**src/sv/native_pcm_to_pcm24_converter_unit_defines.svh**
```systemverilog
// Assertion helpers for the converter top level.
`ifndef NATIVE_PCM_TO_PCM24_CONVERTER_UNIT_DEFINES_SVH
`define NATIVE_PCM_TO_PCM24_CONVERTER_UNIT_DEFINES_SVH

// Same-cycle implication, sampled on clock, off during reset.
`define PCM24_ASSERT_IMP(label, pre, post, msg) \
   label: assert property (@(posedge clock) disable iff (reset) (pre) |-> (post)) \
      else $error(msg);

// Next-cycle implication, sampled on clock, off during reset.
`define PCM24_ASSERT_NEXT(label, pre, post, msg) \
   label: assert property (@(posedge clock) disable iff (reset) (pre) |=> (post)) \
      else $error(msg);

`endif

```
**src/sv/pcm24_pkg.sv**
```systemverilog
package pcm24_pkg;

   localparam int QUEUE_DEPTH_DEFAULT = 2;
   localparam int MAX_BLOCK_DEFAULT   = 65536;

   localparam int MAG_W    = 26;
   localparam int SQ_W     = 48;
   localparam int ENERGY_W = 63;
   localparam int COUNT_W  = 17;
   localparam int INDEX_W  = 16;
   localparam int CSR_W    = 6;

   typedef enum logic [2:0] {
      CSR_CONTAINER_BYTES = 3'd0,
      CSR_BIG_ENDIAN      = 3'd1,
      CSR_MSB_ALIGNED     = 3'd2,
      CSR_FLOAT_ENCODING  = 3'd3,
      CSR_VALID_BITS      = 3'd4
   } csr_index_type;

   typedef enum logic [1:0] {
      ERR_NONE      = 2'd0,
      ERR_FORMAT    = 2'd1,
      ERR_NONFINITE = 2'd2
   } block_error_type;

   typedef struct packed {
      logic [2:0] container_bytes;
      logic       big_endian;
      logic       msb_aligned;
      logic       float_encoding;
      logic [5:0] valid_bits;
   } cfg_type;

   typedef struct packed {
      logic [31:0] container_word;
      logic        is_last;
   } req_payload_type;

   typedef struct packed {
      logic signed [23:0]    pcm_sample;
      logic                  sample_saturated;
      logic                  sample_nonfinite;
      logic                  block_end;
      logic [1:0]            block_error;
      logic [INDEX_W-1:0]    error_index;
      logic [COUNT_W-1:0]    saturated_total;
      logic [ENERGY_W-1:0]   energy_total;
   } rsp_payload_type;

   // One classified sample waiting for the back end.
   typedef struct packed {
      logic             ok;
      logic             nonfinite;
      logic             neg;
      logic [MAG_W-1:0] mag;
      logic             is_last;
   } decoded_type;

   typedef struct packed {
      logic full;
      logic empty;
   } queue_status_type;

endpackage

```
**src/sv/pcm24_front.sv**
```systemverilog
module pcm24_front (
   input  pcm24_pkg::cfg_type         cfg,
   input  pcm24_pkg::req_payload_type req,
   output pcm24_pkg::decoded_type     dec
);
   import pcm24_pkg::*;

   logic              fmt_ok;
   logic [31:0]       word;
   logic [5:0]        bits_in_container;

   logic [7:0]        f_exp;
   logic [7:0]        f_exp_eff;
   logic [23:0]       f_man;
   logic [7:0]        f_up;
   logic [7:0]        f_down;
   logic [24:0]       f_round;
   logic [MAG_W-1:0]  f_mag;
   logic              f_nonfinite;

   logic [5:0]        i_align;
   logic [31:0]       i_shifted;
   logic [32:0]       i_modulus;
   logic [32:0]       i_masked;
   logic              i_sign;
   logic [32:0]       i_abs;
   logic [32:0]       i_up;
   logic [5:0]        i_k;
   logic [33:0]       i_round;
   logic [MAG_W-1:0]  i_mag;

   assign bits_in_container = {cfg.container_bytes, 3'b000};

   always_comb begin
      if (cfg.container_bytes < 3'd2 || cfg.container_bytes > 3'd4) begin
         fmt_ok = 1'b0;
      end else if (cfg.float_encoding) begin
         fmt_ok = (cfg.container_bytes == 3'd4) && (cfg.valid_bits == 6'd32);
      end else begin
         fmt_ok = (cfg.valid_bits >= 6'd16) && (cfg.valid_bits <= 6'd32) &&
                  (cfg.valid_bits <= bits_in_container);
      end
   end

   // Gather container bytes into a word, first significant byte at bit 0.
   always_comb begin
      unique case (cfg.container_bytes)
         3'd2: word = cfg.big_endian ?
                      {16'h0, req.container_word[7:0], req.container_word[15:8]} :
                      {16'h0, req.container_word[15:0]};
         3'd3: word = cfg.big_endian ?
                      {8'h0, req.container_word[7:0], req.container_word[15:8],
                       req.container_word[23:16]} :
                      {8'h0, req.container_word[23:0]};
         3'd4: word = cfg.big_endian ?
                      {req.container_word[7:0], req.container_word[15:8],
                       req.container_word[23:16], req.container_word[31:24]} :
                      req.container_word;
         default: word = '0;
      endcase
   end

   // Float: scale by 2^23, round half away from zero on the magnitude.
   always_comb begin
      f_exp       = word[30:23];
      f_nonfinite = (f_exp == 8'hFF);
      f_exp_eff   = (f_exp == 8'h00) ? 8'd1 : f_exp;
      f_man       = {(f_exp != 8'h00), word[22:0]};
      f_up        = f_exp_eff - 8'd127;
      f_down      = 8'd127 - f_exp_eff;
      f_round     = '0;
      if (f_exp_eff >= 8'd127) begin
         if (f_up >= 8'd2) begin
            f_mag = MAG_W'(1) << 25;
         end else if (f_up == 8'd1) begin
            f_mag = {1'b0, f_man, 1'b0};
         end else begin
            f_mag = {2'b00, f_man};
         end
      end else if (f_down >= 8'd26) begin
         f_mag = '0;
      end else begin
         f_round = {1'b0, f_man} + (25'd1 << (f_down - 8'd1));
         f_mag   = MAG_W'(f_round >> f_down);
      end
   end

   // Integer: align, take the sign, then scale to 24 bits.
   always_comb begin
      i_align   = cfg.msb_aligned ? (bits_in_container - cfg.valid_bits) : 6'd0;
      i_shifted = word >> i_align;
      i_modulus = 33'd1 << cfg.valid_bits;
      i_masked  = {1'b0, i_shifted} & (i_modulus - 33'd1);
      i_sign    = |(i_masked & (33'd1 << (cfg.valid_bits - 6'd1)));
      i_abs     = i_sign ? (i_modulus - i_masked) : i_masked;
      i_k       = cfg.valid_bits - 6'd24;
      i_up      = '0;
      i_round   = '0;
      if (cfg.valid_bits <= 6'd24) begin
         i_up  = i_abs << (6'd24 - cfg.valid_bits);
         i_mag = i_up[MAG_W-1:0];
      end else begin
         i_round = {1'b0, i_abs} + (34'd1 << (i_k - 6'd1));
         i_mag   = MAG_W'(i_round >> i_k);
      end
   end

   always_comb begin
      dec.ok        = fmt_ok;
      dec.nonfinite = fmt_ok && cfg.float_encoding && f_nonfinite;
      dec.neg       = fmt_ok && !dec.nonfinite &&
                      (cfg.float_encoding ? word[31] : i_sign);
      dec.mag       = (fmt_ok && !dec.nonfinite) ?
                      (cfg.float_encoding ? f_mag : i_mag) : '0;
      dec.is_last   = req.is_last;
   end

endmodule

```
**src/sv/pcm24_queue.sv**
```systemverilog
module pcm24_queue #(
   parameter int DEPTH = 2
) (
   input  logic                           clock,
   input  logic                           reset,
   input  logic                           push,
   input  pcm24_pkg::decoded_type         push_data,
   input  logic                           pop,
   output pcm24_pkg::decoded_type         pop_data,
   output pcm24_pkg::queue_status_type    status
);
   import pcm24_pkg::*;

   localparam int PTR_W = (DEPTH > 1) ? $clog2(DEPTH) : 1;
   localparam int CNT_W = $clog2(DEPTH + 1);

   decoded_type       entry_ff [DEPTH];
   logic [PTR_W-1:0]  wr_ptr_ff, wr_ptr_in;
   logic [PTR_W-1:0]  rd_ptr_ff, rd_ptr_in;
   logic [CNT_W-1:0]  count_ff, count_in;

   always_comb begin
      wr_ptr_in = wr_ptr_ff;
      rd_ptr_in = rd_ptr_ff;
      count_in  = count_ff;
      if (push) begin
         wr_ptr_in = (wr_ptr_ff == PTR_W'(DEPTH - 1)) ? '0 : wr_ptr_ff + PTR_W'(1);
      end
      if (pop) begin
         rd_ptr_in = (rd_ptr_ff == PTR_W'(DEPTH - 1)) ? '0 : rd_ptr_ff + PTR_W'(1);
      end
      if (push && !pop) begin
         count_in = count_ff + CNT_W'(1);
      end else if (pop && !push) begin
         count_in = count_ff - CNT_W'(1);
      end
   end

   always_ff @(posedge clock) begin
      if (reset) begin
         wr_ptr_ff <= '0;
         rd_ptr_ff <= '0;
         count_ff  <= '0;
      end else begin
         wr_ptr_ff <= wr_ptr_in;
         rd_ptr_ff <= rd_ptr_in;
         count_ff  <= count_in;
      end
   end

   always_ff @(posedge clock) begin
      if (push) begin
         entry_ff[wr_ptr_ff] <= push_data;
      end
   end

   assign pop_data     = entry_ff[rd_ptr_ff];
   assign status.full  = (count_ff == CNT_W'(DEPTH));
   assign status.empty = (count_ff == '0);

endmodule

```
**src/sv/pcm24_back.sv**
```systemverilog
module pcm24_back #(
   parameter int MAX_BLOCK = 65536
) (
   input  logic                         clock,
   input  logic                         reset,
   input  logic                         q_valid,
   input  pcm24_pkg::decoded_type       q_data,
   output logic                         q_pop,
   output logic                         rsp_valid,
   input  logic                         rsp_ready,
   output pcm24_pkg::rsp_payload_type   rsp_payload
);
   import pcm24_pkg::*;

   localparam int IDX_CAP = (MAX_BLOCK - 1 > 65535) ? 65535 : MAX_BLOCK - 1;

   // Stage 1: clip and square.
   logic              s1_valid_ff, s1_valid_in;
   logic [23:0]       s1_pcm_ff;
   logic              s1_sat_ff;
   logic              s1_nf_ff;
   logic              s1_ok_ff;
   logic              s1_last_ff;
   logic [SQ_W-1:0]   s1_sq_ff;

   logic [23:0]       lim;
   logic              sat;
   logic [23:0]       mag_clip;

   // Stage 2: block totals and the result register.
   logic [INDEX_W-1:0]  sample_index_ff, sample_index_in;
   logic [COUNT_W-1:0]  sat_count_ff, sat_count_in;
   logic [ENERGY_W-1:0] energy_ff, energy_in;
   logic                seen_ff, seen_in;
   logic [INDEX_W-1:0]  first_bad_ff, first_bad_in;
   logic                rsp_valid_ff, rsp_valid_in;
   rsp_payload_type     rsp_payload_ff, rsp_payload_in;

   logic                out_free;
   logic                s1_adv;
   logic                seen_new;
   logic [INDEX_W-1:0]  first_new;
   logic [COUNT_W-1:0]  count_new;
   logic [ENERGY_W:0]   energy_sum;
   logic [ENERGY_W-1:0] energy_new;

   assign out_free    = !rsp_valid_ff || rsp_ready;
   assign s1_adv      = s1_valid_ff && out_free;
   assign q_pop       = q_valid && (!s1_valid_ff || out_free);
   assign s1_valid_in = q_pop || (s1_valid_ff && !out_free);

   always_comb begin
      lim      = q_data.neg ? 24'h800000 : 24'h7FFFFF;
      sat      = (q_data.mag > {2'b00, lim});
      mag_clip = sat ? lim : q_data.mag[23:0];
   end

   always_ff @(posedge clock) begin
      if (reset) begin
         s1_valid_ff <= 1'b0;
      end else begin
         s1_valid_ff <= s1_valid_in;
      end
   end

   always_ff @(posedge clock) begin
      if (q_pop) begin
         s1_pcm_ff  <= q_data.neg ? (24'd0 - mag_clip) : mag_clip;
         s1_sat_ff  <= sat;
         s1_nf_ff   <= q_data.nonfinite;
         s1_ok_ff   <= q_data.ok;
         s1_last_ff <= q_data.is_last;
         s1_sq_ff   <= mag_clip * mag_clip;
      end
   end

   always_comb begin
      seen_new   = seen_ff || s1_nf_ff;
      first_new  = (s1_nf_ff && !seen_ff) ? sample_index_ff : first_bad_ff;
      count_new  = (s1_sat_ff && (sat_count_ff != '1)) ? sat_count_ff + COUNT_W'(1)
                                                       : sat_count_ff;
      energy_sum = {1'b0, energy_ff} + {{(ENERGY_W + 1 - SQ_W){1'b0}}, s1_sq_ff};
      energy_new = energy_sum[ENERGY_W] ? '1 : energy_sum[ENERGY_W-1:0];

      rsp_payload_in.pcm_sample       = s1_pcm_ff;
      rsp_payload_in.sample_saturated = s1_sat_ff;
      rsp_payload_in.sample_nonfinite = s1_nf_ff;
      rsp_payload_in.block_end        = s1_last_ff;
      rsp_payload_in.block_error      = !s1_ok_ff ? ERR_FORMAT :
                                        (seen_new ? ERR_NONFINITE : ERR_NONE);
      rsp_payload_in.error_index      = seen_new ? first_new : '0;
      rsp_payload_in.saturated_total  = count_new;
      rsp_payload_in.energy_total     = energy_new;

      sample_index_in = sample_index_ff;
      sat_count_in    = sat_count_ff;
      energy_in       = energy_ff;
      seen_in         = seen_ff;
      first_bad_in    = first_bad_ff;
      if (s1_adv) begin
         if (s1_last_ff) begin
            sample_index_in = '0;
            sat_count_in    = '0;
            energy_in       = '0;
            seen_in         = 1'b0;
            first_bad_in    = '0;
         end else begin
            sat_count_in = count_new;
            energy_in    = energy_new;
            seen_in      = seen_new;
            first_bad_in = first_new;
            if (sample_index_ff < INDEX_W'(IDX_CAP)) begin
               sample_index_in = sample_index_ff + INDEX_W'(1);
            end
         end
      end

      rsp_valid_in = s1_adv || (rsp_valid_ff && !rsp_ready);
   end

   always_ff @(posedge clock) begin
      if (reset) begin
         sample_index_ff <= '0;
         sat_count_ff    <= '0;
         energy_ff       <= '0;
         seen_ff         <= 1'b0;
         first_bad_ff    <= '0;
         rsp_valid_ff    <= 1'b0;
      end else begin
         sample_index_ff <= sample_index_in;
         sat_count_ff    <= sat_count_in;
         energy_ff       <= energy_in;
         seen_ff         <= seen_in;
         first_bad_ff    <= first_bad_in;
         rsp_valid_ff    <= rsp_valid_in;
      end
   end

   always_ff @(posedge clock) begin
      if (s1_adv) begin
         rsp_payload_ff <= rsp_payload_in;
      end
   end

   assign rsp_valid   = rsp_valid_ff;
   assign rsp_payload = rsp_payload_ff;

endmodule

```
**src/sv/native_pcm_to_pcm24_converter_unit.sv**
```systemverilog
// Native PCM container to signed 24-bit PCM converter.
// req_*: one raw container word per request (valid/ready), is_last closes a block.
// rsp_*: one result per request (valid/ready): the 24-bit sample, its clip and
//   non-finite flags, and the running block totals (clip count, energy, first
//   non-finite index, error code). Totals cover the whole block on block_end.
// csr_*: plain write port; csr_we writes csr_wdata to register csr_index at the
//   clock edge, no wait. Change format only while the block is idle.
// Path: an accepted request is decoded by the front into the queue, then
//   registered in the clip/square stage, then accumulated into the result register.
// Throughput: one request per clock while the result register is free or taken;
//   a result held by rsp_ready low stalls the clip stage and then the queue.
// Stall: the result register holds until taken; the queue keeps filling, the clip
//   stage fills only if empty, and req_ready drops only when the queue is full.
// Reset (synchronous, active high): format returns to 2-byte little-endian
//   16-bit integer, block totals clear, queue and pipeline empty.
`include "native_pcm_to_pcm24_converter_unit_defines.svh"

module native_pcm_to_pcm24_converter_unit #(
   parameter int MAX_BLOCK   = pcm24_pkg::MAX_BLOCK_DEFAULT,
   parameter int QUEUE_DEPTH = pcm24_pkg::QUEUE_DEPTH_DEFAULT
) (
   input  logic                          clock,
   input  logic                          reset,
   input  logic                          req_valid,
   output logic                          req_ready,
   input  pcm24_pkg::req_payload_type    req_payload,
   output logic                          rsp_valid,
   input  logic                          rsp_ready,
   output pcm24_pkg::rsp_payload_type    rsp_payload,
   input  logic                          csr_we,
   input  logic [2:0]                    csr_index,
   input  logic [pcm24_pkg::CSR_W-1:0]   csr_wdata
);
   import pcm24_pkg::*;

   cfg_type           cfg_ff, cfg_in;
   decoded_type       front_dec;
   decoded_type       q_data;
   queue_status_type  q_status;
   logic              q_push;
   logic              q_pop;

   // Format registers; writes beyond the register list drop.
   always_comb begin
      cfg_in = cfg_ff;
      if (csr_we) begin
         unique case (csr_index)
            CSR_CONTAINER_BYTES: cfg_in.container_bytes = csr_wdata[2:0];
            CSR_BIG_ENDIAN:      cfg_in.big_endian      = csr_wdata[0];
            CSR_MSB_ALIGNED:     cfg_in.msb_aligned     = csr_wdata[0];
            CSR_FLOAT_ENCODING:  cfg_in.float_encoding  = csr_wdata[0];
            CSR_VALID_BITS:      cfg_in.valid_bits      = csr_wdata[5:0];
            default:             cfg_in = cfg_ff;
         endcase
      end
   end

   always_ff @(posedge clock) begin
      if (reset) begin
         cfg_ff.container_bytes <= 3'd2;
         cfg_ff.big_endian      <= 1'b0;
         cfg_ff.msb_aligned     <= 1'b0;
         cfg_ff.float_encoding  <= 1'b0;
         cfg_ff.valid_bits      <= 6'd16;
      end else begin
         cfg_ff <= cfg_in;
      end
   end

   // Front: assemble and classify each request as it is accepted.
   pcm24_front u_front (
      .cfg (cfg_ff),
      .req (req_payload),
      .dec (front_dec)
   );

   assign req_ready = !q_status.full;
   assign q_push    = req_valid && req_ready;

   // Queue: decouple acceptance from the back end.
   pcm24_queue #(
      .DEPTH (QUEUE_DEPTH)
   ) u_queue (
      .clock     (clock),
      .reset     (reset),
      .push      (q_push),
      .push_data (front_dec),
      .pop       (q_pop),
      .pop_data  (q_data),
      .status    (q_status)
   );

   // Back: clip, square, accumulate and hold the result.
   pcm24_back #(
      .MAX_BLOCK (MAX_BLOCK)
   ) u_back (
      .clock       (clock),
      .reset       (reset),
      .q_valid     (!q_status.empty),
      .q_data      (q_data),
      .q_pop       (q_pop),
      .rsp_valid   (rsp_valid),
      .rsp_ready   (rsp_ready),
      .rsp_payload (rsp_payload)
   );

   `PCM24_ASSERT_NEXT(a_accept_fills_queue, req_valid && req_ready, !q_status.empty, "accepted request missing from queue")
   `PCM24_ASSERT_IMP(a_full_blocks_req, q_status.full, !req_ready && !q_status.empty, "queue full but request side open")
   `PCM24_ASSERT_IMP(a_sat_counted, rsp_valid && rsp_payload.sample_saturated, rsp_payload.saturated_total != '0, "clipped sample not counted")
   `PCM24_ASSERT_IMP(a_nonfinite_flagged, rsp_valid && rsp_payload.sample_nonfinite, rsp_payload.block_error == ERR_NONFINITE, "non-finite sample without block error")

endmodule
```
**config.mk**
```make
export PLATFORM = sky130hd
export DESIGN_NAME = native_pcm_to_pcm24_converter_unit
export DESIGN_NICKNAME = d
export VERILOG_FILES = /design/src/sv/pcm24_pkg.sv /design/src/sv/pcm24_front.sv /design/src/sv/pcm24_queue.sv /design/src/sv/pcm24_back.sv /design/src/sv/native_pcm_to_pcm24_converter_unit.sv
export VERILOG_INCLUDE_DIRS = /design/src /design/src/sv
export SDC_FILE = /design/constraint.sdc
export NUM_CORES = 2
export LEC_CHECK = 0
export BUFFER_PORTS_ARGS = -buffer_cell sky130_fd_sc_hd__buf_2
export CORE_ASPECT_RATIO = 2
export CORE_UTILIZATION = 51
export CTS_CLUSTER_DIAMETER = 100
export CTS_CLUSTER_SIZE = 8
export DETAILED_ROUTE_END_ITERATION = 8
export GPL_TIMING_DRIVEN = 0
export PLACE_DENSITY = 0.68
export SETUP_SLACK_MARGIN = 0.1
export SYNTH_ARGS = -nofsm -noshare
export SYNTH_HDL_FRONTEND = slang
export SYNTH_HIERARCHICAL = 1
export SYNTH_SLANG_ARGS = --single-unit
```
**constraint.sdc**
```tcl
create_clock -name clock -period 12.39 [get_ports clock]
set_input_delay 1.239 -clock clock [delete_from_list [all_inputs] [get_ports clock]]
set_output_delay 1.239 -clock clock [all_outputs]
set_load 0.03 [all_outputs]
```
==> qor_table.md <==
| Step | Quantity | Reported |
| --- | --- | --- |
| run status | Result of the run | finished clean |
| sta | Fmax | 81.2 MHz |
| floorplan | Number of placement rows | 165 |
| critical path | Number of cells traversed by the worst register-to-register path | 45 |
| finish | End-of-flow core utilization | 57.5% |
| floorplan | DIE AREA | 103000 um^2 |
| hold path | Hold/Removal Path Class | reg -> reg |
| drt | Routed Wire Length | 249 mm |
| synth | Synthesized instance count | 6253 |
| synth | Total standard cell area after synthesis | 52000 um^2 |
| clocking | Number of sinks on the clock net | 391 |
| grt | Largest net degree at the start of global routing | 68 |
| place | Gp weighted congestion | 1.10 |
| clocking | Clk pin slew, worst setup/hold paths | 50 ps |
| synth | Count of warnings emitted by yosys | 6 |
| finish | Count of non-filler cells in the finished layout | 7927 |
| drt | Antenna-violating nets left | 0 |
| clocking | Level count of the clock H-tree | 2 |
| critical path | Highest cell delay on the worst timing path | 750 ps |
| clocking | CTS tree | done |
| floorplan | Core Footprint | 101000 um^2 |
| critical path | Crit path arrival time | 12820 ps |
| place | HPWL after DPL | 198 mm |
| finish | Count of filler cells inserted in the layout | 9385 |
| critical path | Family with the most delay on the worst path | compound AO/OA/AOI/OAI gates |
| critical path | Worst endpoint required time | 12890 ps |
| grt | Via count of the first global-routing pass | 54000 |
| drt | Number of remaining DRC errors | 0 |
| sta | Final critical path time including I/O delays and setup | 12320 ps |
| synth | Proportion of synthesized flip-flops having asynchronous set or reset | 0% |
| sta | Least-Margin Pin Slew | 1450 ps |
| critical path | Critical path fanouts, max | 12 |
| critical path | Worst reg2reg endpoint | u_queue/entry_ff[0][3] |
| sta | Number of slew-limit violations in the final report | 0 |
| finish | Area Growth Syn to Fin | 11.9% |
| finish | Layout cell share with drive strength beyond 1 | 12.4% |
| hold path | End point of the worst hold path | u_back/rsp_payload[120] |
| sta | Final clock skew | 73.7 ps |
| floorplan | Die W | 228 um |
| clocking | Root Buffer Master | clkbuf_16 |
| critical path | Buffers and inverters on the worst path | 10 |
| synth | Unique masters post-synth | 133 |
| synth | Synthesized Nets | 7060 |
| finish | Layout Nets | 7336 |
| clocking | Clock insertion delay at the later pin of the skew report | 720 ps |
| synth | Synth Flop Type | edfxtp_1 |
| synth | Synth area leader | fa_1 |
| critical path | Category of the worst setup path capture point | flop |
| job | Count of maximum capacitance violations | 0 |
| critical path | FF-to-FF setup slack | 70 ps |
| floorplan | Io pins | 174 |
| drt | Via density per instance | 6.65 |
| sta | RSZ-0062 raised after global routing | no |
| place | Placed insts | 7766 |
| sta | Number of endpoints with negative hold slack in the final report | 0 |
| critical path | Crit path max-delay cell type | a2111oi_1 |
| synth | Average size of a mapped cell | 8.32 um^2 |
| floorplan | Initial core utilization | 51.4% |
| place | Count of buffers from port buffering | 172 |
| hold path | Worst hold start | u_back/s1_pcm_ff[19] |
| grt | Antenna violations before repair | 20 |
| floorplan | Die height | 454 um |
| drt | Detailed-route wire length per cell | 31.5 um |
| critical path | Setup crit start kind | flop |
| clocking | Num CTS Buffers | 55 |
| synth | Fraction of post-synthesis cell area in the top cell type by area | 16.7% |
| finish | Post-route cell area | 58200 um^2 |
| clocking | Hold buffers post-CTS | 0 |
| synth | Flop and latch count out of synthesis | 391 |
| drt | First-pass detailed-route iteration total | 9 |
| sta | Final period util | 99.4% |
| critical path | Setup CP Type | reg -> reg |
| sta | Total negative slack for setup checks | 0 ps |
| sta | Final setup viols | 0 |
| drt | Vias after detailed routing | 52800 |
| synth | Top area cells in the synthesized netlist | fa_1 17%, edfxtp_1 15%, ha_1 7.8%, dfxtp_1 5.1%, nand2_1 5.0% |
| sta | Worst slew margin relative to its limit | 3.17% |
| synth | Post-synth EDFFs | 259 |
| place | Post-Place Cell Area | 54700 um^2 |
| synth | Fraction of the yosys area taken by sequential cells | 20.0% |
| grt | First-pass GRT wire length | 358 mm |
| grt | Total GRT Usage | 48.1% |
| hold path | Hold path cells | 0 |
| grt | Total congestion overflow | 0 |
| clocking | Maximum clock path buffer count | 3 |
| critical path | Critical R2R Launch | cfg_ff[0] |
| drt | Initial DRC count | 4270 |
-- layer usage --
metal	routed length [um]	vias up	track usage, %
li1	-	22500	-
met1	68200	25300	38.5
met2	122000	3246	83.4
met3	18800	1697	14.3
met4	40500	6	63.2
met5	33	-	0.0466
-- cells by family (layout without fill, tap and decap cells) --
logic type	count (synthesis)	after routing	share of synthesized area (%)
AOI/OAI and AO/OA	1506	1506	19.6
xor gates and xnor gates	225	225	3.79
adders and majority gates	760	760	24.5
buffers and inverters	1025	1346	7.86
DFF	391	391	20.0
muxes	238	239	5.09
other	0	16	0
and+or+nand+nor	2108	2108	19.0
-- per-stage QoR --
step           setup WS, ps  hold slack (ps)
2_1_floorplan          1700              400
3_3_place_gp          -5410              401
3_5_place_dp          -5410              405
4_1_cts                 110              412
5_1_grt                47.4              415
6_report               71.1              412
-- worst reg2reg max path: cells and delay by family (launching register included) --
kind | cells | cell delay [ps]
compound gates | 20 | 5190
buf+inv | 10 | 2250
simple gates | 7 | 1970
mux | 3 | 1010
fa+ha+maj | 3 | 910
flops | 1 | 440
xor+xnor | 2 | 390
-- what timing repair did --
action	CTS	global route
setup buffers	21	21
pin swaps	19	23
endpoints found under the setup margin	70	64
gates cloned	0	1
gates resized for setup	173	155
-- how the worst max path moves through the flow --
stage,startpoint,endpoint,slack [ps],cells after the start
6_report,cfg_ff[0],u_queue/entry_ff[0][3],70,45
5_1_grt,cfg_ff[0],u_queue/entry_ff[0][8],50,50
4_1_cts,cfg_ff[2],u_queue/entry_ff[1][21],110,48
3_5_place_dp,cfg_ff[0],u_queue/entry_ff[0][3],-5410,49
3_3_place_gp,cfg_ff[0],u_queue/entry_ff[0][3],-5410,49
2_1_floorplan,cfg_ff[0],u_queue/entry_ff[0][21],1700,50
-- placed cells by master (no fill, tap or decap), types with 30 or more instances in the layout --
master       n
a211oi_1    56
a21o_1      85
a21oi_1    311
a22o_1      51
a22oi_1     51
a31oi_1     58
and2_1      47
and3_1      67
buf_2      246
buf_4       52
clkbuf_1   207
clkbuf_16   56
dfxtp_1    131
edfxtp_1   259
fa_1       433
ha_1       324
inv_1      688
mux2_2      77
mux2i_1    128
nand2_1    690
nand2b_1    54
nand3_1    154
nand4_1     59
nor2_1     585
nor2b_1     55
nor3_1     145
o211ai_1    71
o21a_1      43
o21ai_0    272
o21ai_1     42
o21bai_1    30
o22ai_1     39
or3_1       40
xnor2_1    146
xor2_1      74
-- sequential cells by signal (all words and copies together) (netlist names), named ones only --
name                    count
u_queue/entry_ff           60
u_back/rsp_valid            1
cfg_ff                     12
u_queue/wr_ptr_ff           1
u_back/sat_count_ff        17
u_back/s1_last_ff           1
u_back/first_bad_ff        16
u_queue/rd_ptr_ff           1
u_back/s1_valid_ff          1
u_back/s1_sq_ff            46
u_back/seen_ff              1
u_back/sample_index_ff     16
u_back/s1_nf_ff             1
u_back/s1_pcm_ff           24
u_back/s1_sat_ff            1
u_queue/count_ff            2
u_back/energy_ff           63
u_back/s1_ok_ff             1
u_back/rsp_payload        125
-- Yosys cell counts (15+ instances only) --
library cell  instances
nand2_1             691
inv_1               689
nor2_1              598
fa_1                434
a21oi_1             340
ha_1                326
o21ai_0             286
edfxtp_1            259
clkbuf_1            193
nand3_1             158
nor3_1              157
xnor2_1             150
mux2i_1             144
dfxtp_1             132
a21o_1               85
mux2_2               77
buf_2                76
xor2_1               75
o211ai_1             71
and3_1               67
a211oi_1             61
a31oi_1              61
nand4_1              59
nor2b_1              57
nand2b_1             55
a22oi_1              54
a22o_1               51
and2_1               47
o22ai_1              46
o21a_1               43
o21ai_1              43
or3_1                40
nor4_1               33
o21bai_1             30
o31ai_1              30
buf_1                27
a221oi_1             23
o2111ai_1            20
or2_2                20
o311ai_0             16
o32ai_1              16
o221ai_1             15
-- layout make-up --
class	instances	area, um^2	share of cell area [%]
Multi-Input combinational cell	4838	38900	66.8
Clock inverter	4	93.8	0.161
Clock buffer	99	1570	2.70
Timing Repair Buffer	220	1310	2.26
Inverter	706	2660	4.57
Sequential cell	391	10400	17.9
Buffer	317	1540	2.65
Antenna cell	16	40.0	0.0688
Tap cell	1336	1670	2.87
Power is left out: the tool's default activity adds up to more than one toggle a clock period on the data nets, which glitch-free logic cannot reach.
